## config.mk

```make
export PLATFORM = sky130hd
export DESIGN_NAME = one_wire_voice_command_sender_top
export DESIGN_NICKNAME = d
export VERILOG_FILES = /design/src/rtl/owvcs_pkg.sv /design/src/rtl/one_wire_voice_command_sender_top.sv /design/src/rtl/owvcs_cfg.sv /design/src/rtl/owvcs_seq.sv
export SDC_FILE = /design/constraint.sdc
export NUM_CORES = 1
export LEC_CHECK = 0
export CAP_MARGIN = 10
export CORE_UTILIZATION = 64
export CTS_CLUSTER_SIZE = 10
export DETAILED_ROUTE_END_ITERATION = 10
export DONT_BUFFER_PORTS = 1
export HOLD_SLACK_MARGIN = 0.08
export MAX_ROUTING_LAYER = met4
export PLACE_DENSITY = 0.8
export SLEW_MARGIN = 30
export SYNTH_ARGS = -nofsm -noshare
export SYNTH_HDL_FRONTEND = slang
export SYNTH_SLANG_ARGS = --single-unit
```

## constraint.sdc

```tcl
create_clock -name clk -period 3.55 [get_ports clk]
set_clock_uncertainty 0.15 [all_clocks]
set_input_delay 0.1775 -clock clk [delete_from_list [all_inputs] [get_ports clk]]
set_output_delay 0.1775 -clock clk [all_outputs]
set_load 0.05 [all_outputs]
```

## src/rtl/owvcs_pkg.sv

```systemverilog
// Package for the one-wire voice command sender.
// Holds the beat types, register map, reset values and sequencer phases.
// No dependencies.
package owvcs_pkg;

  localparam int TIMER_WIDTH_DEF = 16;
  localparam int WORD_BYTES_DEF  = 4;

  localparam int CFG_ADDR_W = 5;
  localparam int CFG_DATA_W = 32;
  localparam int TICK_W     = 16;

  localparam logic [TICK_W-1:0] SYNC_HIGH_RST = 16'd8000;
  localparam logic [TICK_W-1:0] SYNC_LOW_RST  = 16'd1000;
  localparam logic [TICK_W-1:0] LONG_RST      = 16'd1500;
  localparam logic [TICK_W-1:0] SHORT_RST     = 16'd500;
  localparam logic [TICK_W-1:0] POWER_UP_RST  = 16'd50000;
  localparam logic [TICK_W-1:0] SETTLE_RST    = 16'd5000;
  localparam logic [7:0]        VOLUME_RST    = 8'h00;

  typedef enum logic [2:0] {
    REG_SYNC_HIGH = 3'd0,
    REG_SYNC_LOW  = 3'd1,
    REG_LONG      = 3'd2,
    REG_SHORT     = 3'd3,
    REG_POWER_UP  = 3'd4,
    REG_SETTLE    = 3'd5,
    REG_VOLUME    = 3'd6
  } reg_idx_t;

  typedef enum logic [3:0] {
    PH_IDLE      = 4'd0,
    PH_POWERUP   = 4'd1,
    PH_BUSY_PRE  = 4'd2,
    PH_SYNC_HI   = 4'd3,
    PH_SYNC_LO   = 4'd4,
    PH_BIT_HI    = 4'd5,
    PH_BIT_LO    = 4'd6,
    PH_SETTLE    = 4'd7,
    PH_BUSY_POST = 4'd8
  } phase_t;

  typedef struct packed {
    logic [TICK_W-1:0] sync_high_ticks;
    logic [TICK_W-1:0] sync_low_ticks;
    logic [TICK_W-1:0] long_ticks;
    logic [TICK_W-1:0] short_ticks;
    logic [TICK_W-1:0] power_up_ticks;
    logic [TICK_W-1:0] settle_ticks;
    logic [7:0]        volume_byte;
  } cfg_t;

  typedef struct packed {
    logic        command;
    logic [31:0] voice_word;
    logic        busy_pin;
  } in_beat_t;

  typedef struct packed {
    logic data_pin;
    logic power_enable;
    logic active;
    logic finished;
  } out_beat_t;

endpackage

```

## src/rtl/one_wire_voice_command_sender_top.sv

```systemverilog
// The block takes one beat per clock unless in_stall holds it: a time tick or a start
// request. Each accepted beat is held in an input register; once the output is not
// stalled, the sequencer advances one step and its result is loaded into the output
// register, and a new beat is taken every cycle while results are drained. A start
// latches the voice word and switches power on; the frames follow as ticks arrive.
// Top level of the one-wire voice command sender.
// Depends on owvcs_pkg, owvcs_cfg and owvcs_seq.
module one_wire_voice_command_sender_top #(
  parameter int TIMER_WIDTH = owvcs_pkg::TIMER_WIDTH_DEF,
  parameter int WORD_BYTES  = owvcs_pkg::WORD_BYTES_DEF
) (
  input  logic                              clk,
  input  logic                              rst_n,
  input  logic                              in_valid,
  output logic                              in_stall,
  input  owvcs_pkg::in_beat_t               in_data,
  output logic                              out_valid,
  input  logic                              out_stall,
  output owvcs_pkg::out_beat_t              out_data,
  input  logic                              cfg_psel,
  input  logic                              cfg_penable,
  input  logic                              cfg_pwrite,
  input  logic [owvcs_pkg::CFG_ADDR_W-1:0]  cfg_paddr,
  input  logic [owvcs_pkg::CFG_DATA_W-1:0]  cfg_pwdata,
  output logic [owvcs_pkg::CFG_DATA_W-1:0]  cfg_prdata,
  output logic                              cfg_pready
);

  owvcs_pkg::cfg_t      cfg;
  owvcs_pkg::in_beat_t  stage_r;
  logic                 stage_v_r;
  owvcs_pkg::out_beat_t result;
  owvcs_pkg::out_beat_t out_r;
  logic                 out_v_r;
  logic                 advance;

  assign advance   = stage_v_r && !(out_v_r && out_stall);
  assign in_stall  = stage_v_r && out_v_r && out_stall;
  assign out_valid = out_v_r;
  assign out_data  = out_r;

  owvcs_cfg u_cfg (
    .clk     (clk),
    .rst_n   (rst_n),
    .psel    (cfg_psel),
    .penable (cfg_penable),
    .pwrite  (cfg_pwrite),
    .paddr   (cfg_paddr),
    .pwdata  (cfg_pwdata),
    .prdata  (cfg_prdata),
    .pready  (cfg_pready),
    .cfg     (cfg)
  );

  owvcs_seq #(
    .TIMER_WIDTH (TIMER_WIDTH),
    .WORD_BYTES  (WORD_BYTES)
  ) u_seq (
    .clk    (clk),
    .rst_n  (rst_n),
    .step   (advance),
    .beat   (stage_r),
    .cfg    (cfg),
    .result (result)
  );

  always_ff @(posedge clk) begin
    if (!rst_n) begin
      stage_v_r <= 1'b0;
      out_v_r   <= 1'b0;
    end else begin
      if (!in_stall) begin
        stage_v_r <= in_valid;
      end
      if (advance) begin
        out_v_r <= 1'b1;
      end else if (!out_stall) begin
        out_v_r <= 1'b0;
      end
    end
  end

  always_ff @(posedge clk) begin
    if (!in_stall && in_valid) begin
      stage_r <= in_data;
    end
    if (advance) begin
      out_r <= result;
    end
  end

`ifndef SYNTHESIS
  a_fin_power_off: assert property (@(posedge clk) disable iff (!rst_n)
    out_valid && out_data.finished |-> !out_data.power_enable && !out_data.active)
    else $error("finished beat with power still on");

  a_active_power: assert property (@(posedge clk) disable iff (!rst_n)
    out_valid |-> out_data.active == out_data.power_enable)
    else $error("active and power enable disagree");

  a_pin_needs_active: assert property (@(posedge clk) disable iff (!rst_n)
    out_valid && out_data.data_pin |-> out_data.active)
    else $error("data line driven high while idle");

  a_stall_cause: assert property (@(posedge clk) disable iff (!rst_n)
    in_stall |-> out_valid && out_stall)
    else $error("input stalled without a stalled result");
`endif

endmodule

```

## src/rtl/owvcs_cfg.sv

```systemverilog
// Configuration register file with an APB-style access port.
// Depends on owvcs_pkg for the register map and reset values.
module owvcs_cfg (
  input  logic                                clk,
  input  logic                                rst_n,
  input  logic                                psel,
  input  logic                                penable,
  input  logic                                pwrite,
  input  logic [owvcs_pkg::CFG_ADDR_W-1:0]    paddr,
  input  logic [owvcs_pkg::CFG_DATA_W-1:0]    pwdata,
  output logic [owvcs_pkg::CFG_DATA_W-1:0]    prdata,
  output logic                                pready,
  output owvcs_pkg::cfg_t                     cfg
);

  owvcs_pkg::cfg_t       cfg_r;
  owvcs_pkg::cfg_t       cfg_nxt;
  owvcs_pkg::reg_idx_t   idx;
  logic                  wr_en;

  assign idx    = owvcs_pkg::reg_idx_t'(paddr[4:2]);
  assign wr_en  = psel && penable && pwrite;
  assign pready = 1'b1;
  assign cfg    = cfg_r;

  always_comb begin
    cfg_nxt = cfg_r;
    if (wr_en) begin
      unique case (idx)
        owvcs_pkg::REG_SYNC_HIGH: cfg_nxt.sync_high_ticks = pwdata[15:0];
        owvcs_pkg::REG_SYNC_LOW:  cfg_nxt.sync_low_ticks  = pwdata[15:0];
        owvcs_pkg::REG_LONG:      cfg_nxt.long_ticks      = pwdata[15:0];
        owvcs_pkg::REG_SHORT:     cfg_nxt.short_ticks     = pwdata[15:0];
        owvcs_pkg::REG_POWER_UP:  cfg_nxt.power_up_ticks  = pwdata[15:0];
        owvcs_pkg::REG_SETTLE:    cfg_nxt.settle_ticks    = pwdata[15:0];
        owvcs_pkg::REG_VOLUME:    cfg_nxt.volume_byte     = pwdata[7:0];
        default: ;
      endcase
    end
  end

  always_comb begin
    prdata = '0;
    unique case (idx)
      owvcs_pkg::REG_SYNC_HIGH: prdata = {16'b0, cfg_r.sync_high_ticks};
      owvcs_pkg::REG_SYNC_LOW:  prdata = {16'b0, cfg_r.sync_low_ticks};
      owvcs_pkg::REG_LONG:      prdata = {16'b0, cfg_r.long_ticks};
      owvcs_pkg::REG_SHORT:     prdata = {16'b0, cfg_r.short_ticks};
      owvcs_pkg::REG_POWER_UP:  prdata = {16'b0, cfg_r.power_up_ticks};
      owvcs_pkg::REG_SETTLE:    prdata = {16'b0, cfg_r.settle_ticks};
      owvcs_pkg::REG_VOLUME:    prdata = {24'b0, cfg_r.volume_byte};
      default:                  prdata = '0;
    endcase
  end

  always_ff @(posedge clk) begin
    if (!rst_n) begin
      cfg_r.sync_high_ticks <= owvcs_pkg::SYNC_HIGH_RST;
      cfg_r.sync_low_ticks  <= owvcs_pkg::SYNC_LOW_RST;
      cfg_r.long_ticks      <= owvcs_pkg::LONG_RST;
      cfg_r.short_ticks     <= owvcs_pkg::SHORT_RST;
      cfg_r.power_up_ticks  <= owvcs_pkg::POWER_UP_RST;
      cfg_r.settle_ticks    <= owvcs_pkg::SETTLE_RST;
      cfg_r.volume_byte     <= owvcs_pkg::VOLUME_RST;
    end else begin
      cfg_r <= cfg_nxt;
    end
  end

endmodule

```

## src/rtl/owvcs_seq.sv

```systemverilog
// Frame sequencer: state registers and the one-step update for one beat.
// Depends on owvcs_pkg for phases, beat types and the configuration struct.
module owvcs_seq #(
  parameter int TIMER_WIDTH = owvcs_pkg::TIMER_WIDTH_DEF,
  parameter int WORD_BYTES  = owvcs_pkg::WORD_BYTES_DEF
) (
  input  logic                 clk,
  input  logic                 rst_n,
  input  logic                 step,
  input  owvcs_pkg::in_beat_t  beat,
  input  owvcs_pkg::cfg_t      cfg,
  output owvcs_pkg::out_beat_t result
);

  localparam int PW = 8 * WORD_BYTES;
  localparam int BW = (WORD_BYTES > 1) ? $clog2(WORD_BYTES) : 1;
  localparam int CW = $clog2(WORD_BYTES + 1);
  localparam logic [32:0] TMAX = (33'd1 << TIMER_WIDTH) - 33'd1;
  localparam logic [CW-1:0] ALL_BYTES = CW'(WORD_BYTES);

  owvcs_pkg::phase_t      phase_r, phase_nxt;
  logic [TIMER_WIDTH-1:0] cd_r, cd_nxt;
  logic [2:0]             bit_r, bit_nxt;
  logic [BW-1:0]          slot_r, slot_nxt;
  logic [7:0]             shift_r, shift_nxt;
  logic [PW-1:0]          pend_r, pend_nxt;
  logic                   line_r, line_nxt;
  logic                   power_r, power_nxt;
  logic                   vol_r, vol_nxt;
  logic                   fin;

  logic [CW-1:0]          below;
  logic [BW-1:0]          sel_slot;
  logic [7:0]             sel_byte;
  logic [7:0]             shifted;

  function automatic logic [TIMER_WIDTH-1:0] clamp(input logic [15:0] v);
    logic [32:0] ext;
    ext = {17'b0, v};
    if (v == 16'd0) begin
      clamp = TIMER_WIDTH'(1);
    end else if (ext > TMAX) begin
      clamp = TMAX[TIMER_WIDTH-1:0];
    end else begin
      clamp = ext[TIMER_WIDTH-1:0];
    end
  endfunction

  assign below    = (phase_r == owvcs_pkg::PH_BUSY_POST) ? CW'(slot_r) : ALL_BYTES;
  assign shifted  = {shift_r[6:0], 1'b0};
  assign sel_byte = pend_r[8*sel_slot +: 8];

  always_comb begin
    sel_slot = '0;
    for (int k = 1; k < WORD_BYTES; k++) begin
      if ((k < int'(below)) && (pend_r[8*k +: 8] != 8'h00)) begin
        sel_slot = BW'(k);
      end
    end
  end

  always_comb begin
    phase_nxt = phase_r;
    cd_nxt    = cd_r;
    bit_nxt   = bit_r;
    slot_nxt  = slot_r;
    shift_nxt = shift_r;
    pend_nxt  = pend_r;
    line_nxt  = line_r;
    power_nxt = power_r;
    vol_nxt   = vol_r;
    fin       = 1'b0;
    if (beat.command) begin
      if (phase_r == owvcs_pkg::PH_IDLE) begin
        pend_nxt  = PW'(beat.voice_word);
        power_nxt = 1'b1;
        line_nxt  = 1'b0;
        slot_nxt  = '0;
        bit_nxt   = '0;
        vol_nxt   = 1'b0;
        phase_nxt = owvcs_pkg::PH_POWERUP;
        cd_nxt    = clamp(cfg.power_up_ticks);
      end
    end else begin
      unique case (phase_r)
        owvcs_pkg::PH_IDLE: ;
        owvcs_pkg::PH_BUSY_PRE: begin
          if (!beat.busy_pin) begin
            vol_nxt   = 1'b1;
            shift_nxt = cfg.volume_byte;
            bit_nxt   = '0;
            line_nxt  = 1'b1;
            phase_nxt = owvcs_pkg::PH_SYNC_HI;
            cd_nxt    = clamp(cfg.sync_high_ticks);
          end
        end
        owvcs_pkg::PH_BUSY_POST: begin
          if (!beat.busy_pin) begin
            if (slot_r == '0) begin
              power_nxt = 1'b0;
              line_nxt  = 1'b0;
              phase_nxt = owvcs_pkg::PH_IDLE;
              cd_nxt    = '0;
              fin       = 1'b1;
            end else begin
              slot_nxt  = sel_slot;
              vol_nxt   = 1'b0;
              shift_nxt = sel_byte;
              bit_nxt   = '0;
              line_nxt  = 1'b1;
              phase_nxt = owvcs_pkg::PH_SYNC_HI;
              cd_nxt    = clamp(cfg.sync_high_ticks);
            end
          end
        end
        default: begin
          if (cd_r > TIMER_WIDTH'(1)) begin
            cd_nxt = cd_r - TIMER_WIDTH'(1);
          end else begin
            unique case (phase_r)
              owvcs_pkg::PH_POWERUP: begin
                phase_nxt = owvcs_pkg::PH_BUSY_PRE;
                cd_nxt    = '0;
              end
              owvcs_pkg::PH_SYNC_HI: begin
                line_nxt  = 1'b0;
                phase_nxt = owvcs_pkg::PH_SYNC_LO;
                cd_nxt    = clamp(cfg.sync_low_ticks);
              end
              owvcs_pkg::PH_SYNC_LO: begin
                line_nxt  = 1'b1;
                phase_nxt = owvcs_pkg::PH_BIT_HI;
                cd_nxt    = clamp(shift_r[7] ? cfg.long_ticks : cfg.short_ticks);
              end
              owvcs_pkg::PH_BIT_HI: begin
                line_nxt  = 1'b0;
                phase_nxt = owvcs_pkg::PH_BIT_LO;
                cd_nxt    = clamp(shift_r[7] ? cfg.short_ticks : cfg.long_ticks);
              end
              owvcs_pkg::PH_BIT_LO: begin
                shift_nxt = shifted;
                if (bit_r == 3'd7) begin
                  bit_nxt = '0;
                  if (vol_r) begin
                    slot_nxt  = sel_slot;
                    vol_nxt   = 1'b0;
                    shift_nxt = sel_byte;
                    line_nxt  = 1'b1;
                    phase_nxt = owvcs_pkg::PH_SYNC_HI;
                    cd_nxt    = clamp(cfg.sync_high_ticks);
                  end else begin
                    phase_nxt = owvcs_pkg::PH_SETTLE;
                    cd_nxt    = clamp(cfg.settle_ticks);
                  end
                end else begin
                  bit_nxt   = bit_r + 3'd1;
                  line_nxt  = 1'b1;
                  phase_nxt = owvcs_pkg::PH_BIT_HI;
                  cd_nxt    = clamp(shifted[7] ? cfg.long_ticks : cfg.short_ticks);
                end
              end
              owvcs_pkg::PH_SETTLE: begin
                phase_nxt = owvcs_pkg::PH_BUSY_POST;
                cd_nxt    = '0;
              end
              default: phase_nxt = owvcs_pkg::PH_IDLE;
            endcase
          end
        end
      endcase
    end
  end

  assign result.data_pin     = line_nxt;
  assign result.power_enable = power_nxt;
  assign result.active       = (phase_nxt != owvcs_pkg::PH_IDLE);
  assign result.finished     = fin;

  always_ff @(posedge clk) begin
    if (!rst_n) begin
      phase_r <= owvcs_pkg::PH_IDLE;
      cd_r    <= '0;
      bit_r   <= '0;
      slot_r  <= '0;
      shift_r <= '0;
      pend_r  <= '0;
      line_r  <= 1'b0;
      power_r <= 1'b0;
      vol_r   <= 1'b0;
    end else if (step) begin
      phase_r <= phase_nxt;
      cd_r    <= cd_nxt;
      bit_r   <= bit_nxt;
      slot_r  <= slot_nxt;
      shift_r <= shift_nxt;
      pend_r  <= pend_nxt;
      line_r  <= line_nxt;
      power_r <= power_nxt;
      vol_r   <= vol_nxt;
    end
  end

endmodule

```

Word level (Yosys, flattened, before mapping)

Cells that the tools add are included.

Memory bits (writable): 0
ROM bits: 0
Register bits: 212
Output and inout bits: 39
Word-level logic and storage cells: 201
Bits of input ports: 78
Memories kept: 0
Bits in latches: 0

Bitwise operators: 3
Mux-type cells: 88
Reductions and logical operators: 50
Equality and inequality tests: 28
Add/subtract/negate cells: 2
Multiply operators: 0
Shift-type cells: 1
Magnitude comparators: 4
Div/mod/pow operators: 0

Operator list:

| operator                                                               | count |
|---|---|
| 16-bit 2-to-1 mux                                                      | 18 |
| 16-bit zero test                                                       | 7 |
| 16-bit one-hot mux with 7 select lines                                 | 1 |
| 16-bit one-hot mux with 5 select lines                                 | 1 |
| 8-bit 2-to-1 mux                                                       | 7 |
| 16-bit one-hot mux with 3 select lines                                 | 1 |
| 3-bit 2-to-1 mux                                                       | 11 |
| 32-bit by 6-bit variable part select with 8-bit output                 | 1 |
| 1-bit 2-to-1 mux                                                       | 25 |
| 4-bit one-hot mux with 6 select lines                                  | 1 |
| 8-bit one-hot mux with 3 select lines                                  | 1 |
| 8-bit nonzero test                                                     | 3 |
| 2-bit 2-to-1 mux                                                       | 11 |
| 4-bit 2-to-1 mux                                                       | 5 |
| 9-bit AND reduction                                                    | 2 |
| 4-bit by 3-bit == test with 1-bit output (second input constant)       | 4 |
| 16-bit by 1-bit > comparator with 1-bit output (second input constant) | 1 |
| 8-bit AND reduction                                                    | 2 |
| 16-bit by 1-bit subtractor with 16-bit output (second input constant)  | 1 |
| 2-bit AND reduction                                                    | 7 |
| 3-bit == test (second input constant)                                  | 4 |
| 4-bit one-hot mux with 3 select lines                                  | 1 |
| 3-bit nonzero test                                                     | 4 |
| 4-bit nonzero test                                                     | 3 |
| 27 further kinds                                                       | 54 |

Longest topological paths before layout

Gate-level depths: netlist of run 1.

Word-level depth: 13
Depth in mapped cells: 11
Gate-level depth less buffers: 9

By module

From an unflattened synthesis of run 1, not the netlist that was laid out.

Cell total of the unflattened synthesis: 1,334
Area, all modules: 11,890.2 um^2

By module, submodules not included:

| module                            | area each (um^2) | cells each | instances | sequential area each (um^2) |
|---|---|---|---|---|
| owvcs_seq                         | 5,800.6          | 781        | 1         | 1,361.3 |
| owvcs_cfg                         | 4,864.7          | 507        | 1         | 2,082.0 |
| one_wire_voice_command_sender_top | 1,224.9          | 46         | 1         | 1,181.1 |

Worst setup path before layout of run 1

Ideal clock, no wire load.

Path type: reg-to-reg
From: reg out_v_r, in the netlist out_valid
To: reg stage_r[0] (netlist bit) (enable)
Library setup time: 0.429 ns
Buffers on the path: 0
Data arrival time: 2.532 ns
Clock period less this slack: 3.110 ns
Slack: 0.440 ns
Stages on the path, launching flop included: 3
Data required time: 2.971 ns
Cell sequence: dfxtp_1 and3_1 nor2b_1

Word-level cells in the longest chain between the ends: 4

RTL lines:

| what                            | RTL line                                | text |
|---|---|---|
| from (decl)                     | one_wire_voice_command_sender_top.sv:34 | `logic out_v_r;` |
| from (signal assigned)          | one_wire_voice_command_sender_top.sv:70 | `out_v_r <= 1'b0;` |
| from (signal assigned)          | one_wire_voice_command_sender_top.sv:76 | `out_v_r <= 1'b1;` |
| from (signal assigned)          | one_wire_voice_command_sender_top.sv:78 | `out_v_r <= 1'b0;` |
| 1-bit logical AND (2 in series) | one_wire_voice_command_sender_top.sv:38 | `assign in_stall = stage_v_r && out_v_r && out_stall;` |
| net in_stall                    | one_wire_voice_command_sender_top.sv:15 | `output logic in_stall,` |
| 1-bit zero test                 | one_wire_voice_command_sender_top.sv:84 | `if (!in_stall && in_valid) begin` |
| 1-bit logical AND               | one_wire_voice_command_sender_top.sv:84 |  |
| to (signal assigned)            | one_wire_voice_command_sender_top.sv:85 | `stage_r <= in_data;` |
| to (decl)                       | one_wire_voice_command_sender_top.sv:30 | `owvcs_pkg::in_beat_t stage_r;` |

The timed path passes the listed nets, and every way through them passes these cells.
A chain may end at the register's enable or synchronous reset.

Worst setup path in the final report of run 1

From: reg u_cfg.cfg_r, in the netlist u_cfg.cfg[64]
To: reg u_seq.cd_r[7]

Word-level cells in the longest chain between the ends: 8
Elaborated cells on any way between the ends: 14
Classes of those cells: 11 x mux; 3 x reduce/logical

RTL lines:

| what                                     | RTL line         | text |
|---|---|---|
| from (decl)                              | owvcs_cfg.sv:16  | `owvcs_pkg::cfg_t cfg_r;` |
| from (signal assigned)                   | owvcs_cfg.sv:66  | `cfg_r <= cfg_nxt;` |
| 16-bit 2-to-1 mux                        | owvcs_seq.sv:159 | `cd_nxt = clamp(shifted[7] ? cfg.long_ticks : cfg.short_ticks);` |
| 16-bit zero test                         | owvcs_seq.sv:40  | `if (v == 16'd0) begin` |
| 16-bit 2-to-1 mux                        | owvcs_seq.sv:40  |  |
| 16-bit 2-to-1 mux                        | owvcs_seq.sv:142 | `if (bit_r == 3'd7) begin` |
| 16-bit one-hot mux with 5 select lines * | owvcs_seq.sv:120 | `unique case (phase_r)` |
| 16-bit 2-to-1 mux *                      | owvcs_seq.sv:117 | `if (cd_r > TIMER_WIDTH'(1)) begin` |
| 16-bit one-hot mux with 3 select lines * | owvcs_seq.sv:85  | `unique case (phase_r)` |
| 16-bit 2-to-1 mux *                      | owvcs_seq.sv:73  | `if (beat.command) begin` |
| to (signal assigned)                     | owvcs_seq.sv:192 | `cd_r <= cd_nxt;` |
| to (decl)                                | owvcs_seq.sv:22  | `logic [TIMER_WIDTH-1:0] cd_r, cd_nxt;` |

Every way passes the cells marked *; elsewhere a longest branch is shown, timed or not.

==> metrics.md, run 1 <==
| Metric | Value |
|---|---|
| Run status | finished, final reports clean |
| R2r setup slk | 260 ps |
| Synthesis-to-finish area growth | 15.9% |
| Max Freq | 0.304 GHz |
| Power density cells | 462 nW/um2 |
| Leading area contributor after synthesis | dfxtp_1 |
| Vias in the first global route | 11600 |
| Yosys warns | 0 |
| RSZ-0062 raised after global routing | false |
| CP required | 3820 ps |
| Sequential share of the synthesized area | 0.401 |
| Drt first-iter violations | 2508 |
| GPL Wtd Cong | 1.05 |
| Non-Filler Instances | 1716 |
| Overall routed net length | 46300 um |
| Placed cells | 1603 |
| DR pass1 iterations | 11 |
| Setup Viol. Count Final | 0 |
| Tot GR Track Use | 0.510 |
| Worst-Skew Late Latency | 550 ps |
| IO Pins | 117 |
| Crit end category | flip-flop |
| H-tree depth | 1 |
| Area contributors post-synth | dfxtp_1 30%, nand2_1 10%, edfxtp_1 9.9%, a21oi_1 7.2%, mux2i_1 6.6% |
| Core area | 17500 um2 |
| Capturing point of the worst reg2reg path | u_seq.cd_r[7]$_SDFFE_PN0P_ |
| Fin crit share | 0.926 |
| Worst Path Max Fanout | 11 |
| Die area | 18600 um2 |
| Synthesized instance count | 1420 |
| R2R Path Start | u_cfg.cfg[64]$_SDFFE_PN1P_ |
| Clk sinks | 212 |
| Share of cells above drive strength 1 | 0.109 |
| Slew Viols, Final | 0 |
| Avg Inst Size Synth | 8.12 um2 |
| Worst reg2reg path depth | 8 |
| Post-DP HPWL | 29200 um |
| Routed WL per cell | 27.0 um |
| CP endpoint | u_seq.cd_r[7]$_SDFFE_PN0P_ |
| Die Wd | 136 um |
| Tmin final | 3290 ps |
| Cts bufs inserted | 25 |
| Synth cell types | 88 |
| Cell Rows | 48 |
| Grt total ovfl | 0 |
| Worst-path clk slew | 60 ps |
| Initial antenna violation count | 3 |
| Worst setup path start | u_cfg.cfg[64]$_SDFFE_PN1P_ |
| Worst setup SP type | flip-flop |
| Vias/cell | 7.34 |
| CTS tree | yes |
| Final Hold Viols | 0 |
| Setup Buffers After CTS | 0 |
| Pin count of the biggest net entering global routing | 70 |
| Lkg Pwr | 4.78 nW |
| FILL cells | 1143 |
| Maximum Capacitance Violations | 0 |
| Synthesized flop and latch total | 212 |
| Cell Area, Synth | 11500 um2 |
| Routed Antenna Nets | 0 |
| Clock Tree Root | clkbuf_16 |
| Final core utilization | 0.765 |
| Hold Crit Class | input pin to flip-flop |
| Main synth FF type | dfxtp_1 |
| Post-synth EDFFs | 38 |
| IO Port Bufs | 0 |
| Die height | 136 um |
| Arrival time worst endpoint | 3560 ps |
| Relative slew slack | 0.322 |
| Vias | 12600 |
| First-pass GRT wire length | 68400 um |
| CTS Buffer Depth | 3 |
| Starting Density | 0.660 |
| Top cell type's share of synthesized area | 0.302 |
| Fin nets | 1559 |
| Post-route DRC | 0 |
| Ys async rst share | 0 |
| # resized after CTS | 0 |
| Final TNS setup | 0 ps |
| Peak VDD IR | 0.488 mV |
| Slew @ Worst Pin | 1020 ps |
| Crit Path Class | flip-flop to flip-flop |
| Hold_ws | 111 ps |
[placed cells by master (no fill, tap or decap), types with 5 or more instances in the layout]
master	netlist	final
dlygate4sd3_1	0	71
inv_1	12	12
a31oi_1	18	18
nor3_1	19	19
a221oi_1	13	13
a221o_1	6	6
xnor2_1	5	5
nor4_1	27	26
o2111ai_1	7	7
mux2_2	25	25
a22oi_1	5	5
or4_1	5	5
o22ai_1	15	12
a211oi_1	19	19
mux2i_1	76	76
or3_1	9	9
edfxtp_1	38	38
nor2_1	93	91
dfxtp_1	174	174
a222oi_1	9	9
o211ai_1	30	30
buf_4	17	59
clkbuf_16	0	25
nand2_1	319	319
mux4_2	5	5
nand2b_1	5	5
nand3_1	49	49
nor2b_1	9	8
clkbuf_1	85	10
o21ai_2	1	5
a21oi_1	165	165
o221ai_1	5	5
conb_1	2	17
and3_1	10	10
and2_1	5	5
o21ai_0	35	30
[critical path: stages (launching register included)]
cell and delay, ps:
dfxtp_1 470, nor4_1 750, and3_1 340, and3_1 230, nor3_1 60, buf_4 200, a221oi_1 570, a211oi_1 120
o221a_2 270
[metal layers]
layer | share of wire | track usage
met1 | 0.35 | 0.639
met2 | 0.41 | 0.721
met3 | 0.17 | 0.170
met4 | 0.076 | 0.272
met5 | 0 | -
[logic make-up after synthesis]
group / synth area share
fa+ha+maj: 0.00521
buf+inv: 0.0500
other cells: 0.000651
flops: 0.401
compound gates: 0.207
simple gates: 0.229
xor+xnor: 0.00683
mux: 0.100
[worst min path at each step]
stage	start	to	cells past startpoint
detailed placement	rst_n	u_cfg.cfg[98]$_SDFFE_PN1P_	1
finish	in_data[4]	stage_r[4]$_DFFE_PP_	1
global route	in_data[27]	stage_r[27]$_DFFE_PP_	1
global placement	rst_n	u_cfg.cfg[44]$_SDFFE_PN1P_	1
floorplan	in_data[0]	stage_r[0]$_DFFE_PP_	0
CTS	in_valid	stage_r[0]$_DFFE_PP_	2
[cell usage after synthesis (all sizes together) (4+ instances only)]
| cell type | number |
|---|---|
| edfxtp | 38 |
| a211oi | 20 |
| inv | 12 |
| o21ai | 39 |
| and2 | 5 |
| a22oi | 5 |
| a221o | 6 |
| nor3b | 4 |
| a222oi | 9 |
| xnor2 | 5 |
| o22ai | 15 |
| nor2 | 96 |
| xor2 | 4 |
| nand2 | 319 |
| a31oi | 18 |
| o2111ai | 7 |
| nor2b | 9 |
| or3 | 9 |
| nor3 | 21 |
| mux2 | 25 |
| clkbuf | 85 |
| o211ai | 30 |
| dfxtp | 174 |
| nand3 | 50 |
| mux2i | 76 |
| a21oi | 166 |
| or4 | 6 |
| nand2b | 5 |
| ha | 4 |
| or2 | 9 |
| and3 | 10 |
| buf | 33 |
| nor4 | 30 |
| a221oi | 13 |
| a211o | 4 |
| o221ai | 6 |
| mux4 | 5 |
[metrics by stage]
stage / power, mW / setup WS (ps) / cell area (um2)
floorplan: 3.44 / 440 / 11600
global placement: 3.64 / 291 / 11900
detailed placement: 3.66 / 450 / 11900
CTS: 6.05 / 406 / 13400
global route: 6.30 / 185 / 13400
finish: 6.17 / 263 / 13400
[power breakdown]
part           leakage, nW  switching [mW]  internal, mW  total [mW]
logic                 2.65           0.743         0.407        1.15
clock network        0.351            1.02          1.38        2.41
registers             1.78          0.0948          2.52        2.62
[flip-flops by register name, summed over array words and instances, names as in the netlist]
| signal | flops |
|---|---|
| u_cfg.cfg | 104 |
| stage_r | 34 |
| u_seq.pend_r | 32 |
| u_seq.cd_r | 16 |
| u_seq.shift_r | 8 |
| out_data | 4 |
| u_seq.phase_r | 4 |
| u_seq.bit_r | 3 |
| u_seq.slot_r | 2 |
| out_valid | 1 |
| stage_v_r | 1 |
| u_seq.line_r | 1 |
| u_seq.power_r | 1 |
| u_seq.vol_r | 1 |
[area by class of cell]
class	count	area, um2	area share
Antenna cell	3	7.51	0.000561
Clock buffer	36	677	0.0506
Clock inverter	2	50.0	0.00374
Inverter	14	53.8	0.00402
Multi-Input combinational cell	1091	6460	0.483
Sequential cell	212	4620	0.346
Tap cell	225	282	0.0210
Timing Repair Buffer	133	1220	0.0913
[timing repair]
item | CTS | global route
hold buffers | 72 | 0
setup endpoints to repair | 0 | 0
endpoints found under the hold margin | 165 | 0
(Power assumes the default switching activity.)
==> run 2, diff against run 1 <==
Settings changed: CTS_BUF_LIST from default to sky130_fd_sc_hd__clkbuf_8 sky130_fd_sc_hd__clkbuf_16.
==> run 2 against run 1 <==
Effect of this change:
- global-route usage stayed put
- register-to-register slack worse by 60 ps
- largest power group unchanged
- total power is 0.33% lower
- non-clock buffer count stayed put
==> metrics.md, run 2 (synthesis gave the netlist of run 1 again) <==
| Metric | Value |
|---|---|
| Final Hold Viols | 0 (unchanged) |
| IO Port Bufs | 0 (unchanged) |
| Power density cells | 460 nW/um2 (-0.33%) |
| Crit Path Class | flip-flop to flip-flop |
| Max Freq | 0.299 GHz (-1.7%) |
| Setup Viol. Count Final | 0 (unchanged) |
| Crit end category | flip-flop |
| Drt first-iter violations | 2518 (+0.40%) |
| Core area | 17500 um2 (unchanged) |
| Worst Path Max Fanout | 11 (unchanged) |
| Run status | finished, final reports clean |
| Die height | 136 um (unchanged) |
| Multi-input logic area | 6460 um2 (unchanged) |
| First-pass GRT wire length | 68400 um (unchanged) |
| Worst-Skew Late Latency | 540 ps (about the same) |
| Clock Power Share | 0.388 (-0.002) |
| H-tree depth | 1 (unchanged) |
| Tmin final | 3340 ps (+55.4 ps) |
| DR pass1 iterations | 11 (unchanged) |
| Slew @ Worst Pin | 1020 ps (+4.88 ps) |
| GPL Wtd Cong | 1.05 (unchanged) |
| Slowest cell on the critical path | nor4_1 |
| Cell Int Power | 4.29 mW (-0.68%) |
| Routed WL per cell | 27.0 um (about the same) |
| Max FFs per register | 104 (unchanged) |
| Overall routed net length | 46300 um (about the same) |
| FF+latch area | 4620 um2 (unchanged) |
| Cts bufs inserted | 25 (unchanged) |
| Worst-path clk slew | 60 ps (about the same) |
| Hold Path Sink | stage_r[27]$_DFFE_PP_ |
| Synthesis-to-finish area growth | 15.9% (unchanged) |
| Slowest cell delay on critical path | 840 ps (+90 ps) |
| Cell Rows | 48 (unchanged) |
| Sw power | 1.87 mW (+0.49%) |
| Die Wd | 136 um (unchanged) |
| Setup Buffers After CTS | 0 (unchanged) |
| Grt total ovfl | 0 (unchanged) |
| CTS tree | yes |
| Most frequent cells in the layout | 319 x nand2_1, 174 x dfxtp_1, 165 x a21oi_1, 91 x nor2_1, 76 x mux2i_1 |
| Vias in the first global route | 11600 (unchanged) |
| Routed Antenna Nets | 0 (unchanged) |
| Slew Viols, Final | 0 (unchanged) |
| Crit-path cells | nor4_1, and3_1, and3_1, nor3_1, buf_4, a221oi_1, a211oi_1, o221a_2 |
| Lkg Pwr | 4.82 nW (+0.87%) |
| Commonest non-fill, non-tap cell in the layout | nand2_1 |
| Fin crit share | 0.941 (+0.0156) |
| Pin count of the biggest net entering global routing | 70 (unchanged) |
| Maximum Capacitance Violations | 0 (unchanged) |
| CTS Buffer Depth | 3 (unchanged) |
| R2R Path Start | u_cfg.cfg[64]$_SDFFE_PN1P_ |
| Sequential Power Share | 0.426 (+0.002) |
| Clk sinks | 212 (unchanged) |
| IO Pins | 117 (unchanged) |
| Vias/cell | 7.36 (+0.34%) |
| R2r setup slk | 210 ps (-60 ps) |
| Die area | 18600 um2 (unchanged) |
| Post-DP HPWL | 29200 um (unchanged) |
| CP delay by family, top | simple AND/OR/NAND/NOR gates |
| Post-route DRC | 0 (unchanged) |
| Share of cells above drive strength 1 | 0.109 (unchanged) |
| Capturing point of the worst reg2reg path | u_seq.cd_r[7]$_SDFFE_PN0P_ |
| Hold depth | 1 (unchanged) |
| Peak VDD IR | 0.487 mV (-0.22%) |
| Worst setup SP type | flip-flop |
| Initial antenna violation count | 3 (unchanged) |
| Clock Tree Root | clkbuf_16 |
| Relative slew slack | 0.319 (-0.00324) |
| Instance count on the critical path | 8 (unchanged) |
| Fin nets | 1559 (unchanged) |
| Logic pwr share | 0.187 (about the same) |
| Sw Ratio | 0.304 (+0.00246) |
| Tot GR Track Use | 0.510 (unchanged) |
| RSZ-0062 raised after global routing | false |
| Vias | 12600 (+0.34%) |
| Crit path buf inv count | 1 (unchanged) |
| Most frequent CP cell | and3_1 |
| Hold_ws | 108 ps (-2.96 ps) |
| Arrival time worst endpoint | 3610 ps (+50 ps) |
| Worst reg2reg path depth | 8 (unchanged) |
| CP required | 3820 ps (about the same) |
| Hold Crit Class | input pin to flip-flop |
| Starting Density | 0.660 (unchanged) |
| HP Start | in_data[27] |
| Final TNS setup | 0 ps (unchanged) |
| FILL cells | 1143 (unchanged) |
## run 2: cell count changes in the layout (fill, tap and decap cells not counted), sizes merged
cell    previous run  this run
clkbuf            36        26
inv               13        23
## run 2: final cells by class
cell class              instances  share of cell area
multi-input cells            1091               0.483
well taps                     225              0.0210
diodes                          3            0.000561
inverters                      14             0.00402
flip-flops and latches        212               0.346
repair buffers                133              0.0913
clock inverters                12             0.00655
clock buffers                  26              0.0478
## run 2: routing by layer
metal  share of wire  track usage  vias up
li1                -            -     5219
met3            0.16        0.170      339
met4           0.077        0.272        0
met5               0            -        -
met1            0.35        0.639     5829
met2            0.41        0.721     1245
## run 2: per-stage QoR
stage | util | area (um2) | std cells | total power, mW | worst slack [ps]
6_report | 0.765 | 13400 | 1716 | 6.15 | 208
5_1_grt | 0.765 | 13400 | 1716 | 6.28 | 185
4_1_cts | 0.764 | 13400 | 1713 | 6.03 | 406
3_5_place_dp | 0.680 | 11900 | 1603 | 3.66 | 450
3_3_place_gp | 0.678 | 11900 | 1603 | 3.64 | 291
2_1_floorplan | - | 11600 | 1435 | 3.44 | 440
## run 2: what timing repair did
action,4_1_cts,5_1_grt
resized for setup,0,0
hold buffers,72,0
endpoints found under the hold margin,165,0
## run 2: power groups by stage
| stage | clock [mW] | combinational (mW) | sequential, mW |
|---|---|---|---|
| final | 2.39 | 1.15 | 2.62 |
| after detailed placement | 0 | 0.998 | 2.66 |
| after floorplan | 0 | 0.813 | 2.63 |
| after global placement | 0 | 0.981 | 2.66 |
| after CTS | 2.32 | 1.10 | 2.61 |
| after global routing | 2.44 | 1.21 | 2.62 |
## run 2: worst max-delay path by stage
stage | start | to | slack (ps)
finish | u_cfg.cfg[64]$_SDFFE_PN1P_ | u_seq.cd_r[7]$_SDFFE_PN0P_ | 210
CTS | u_seq.phase_r[0]$_SDFFE_PN0P_ | u_seq.bit_r[0]$_SDFFE_PN0P_ | 410
floorplan | out_valid$_SDFFE_PN0P_ | stage_r[0]$_DFFE_PP_ | 440
global placement | u_cfg.cfg[46]$_SDFFE_PN1P_ | u_seq.cd_r[9]$_SDFFE_PN0P_ | 290
global route | u_seq.phase_r[0]$_SDFFE_PN0P_ | u_seq.shift_r[2]$_SDFFE_PN0P_ | 190
detailed placement | u_seq.phase_r[0]$_SDFFE_PN0P_ | u_seq.bit_r[0]$_SDFFE_PN0P_ | 450
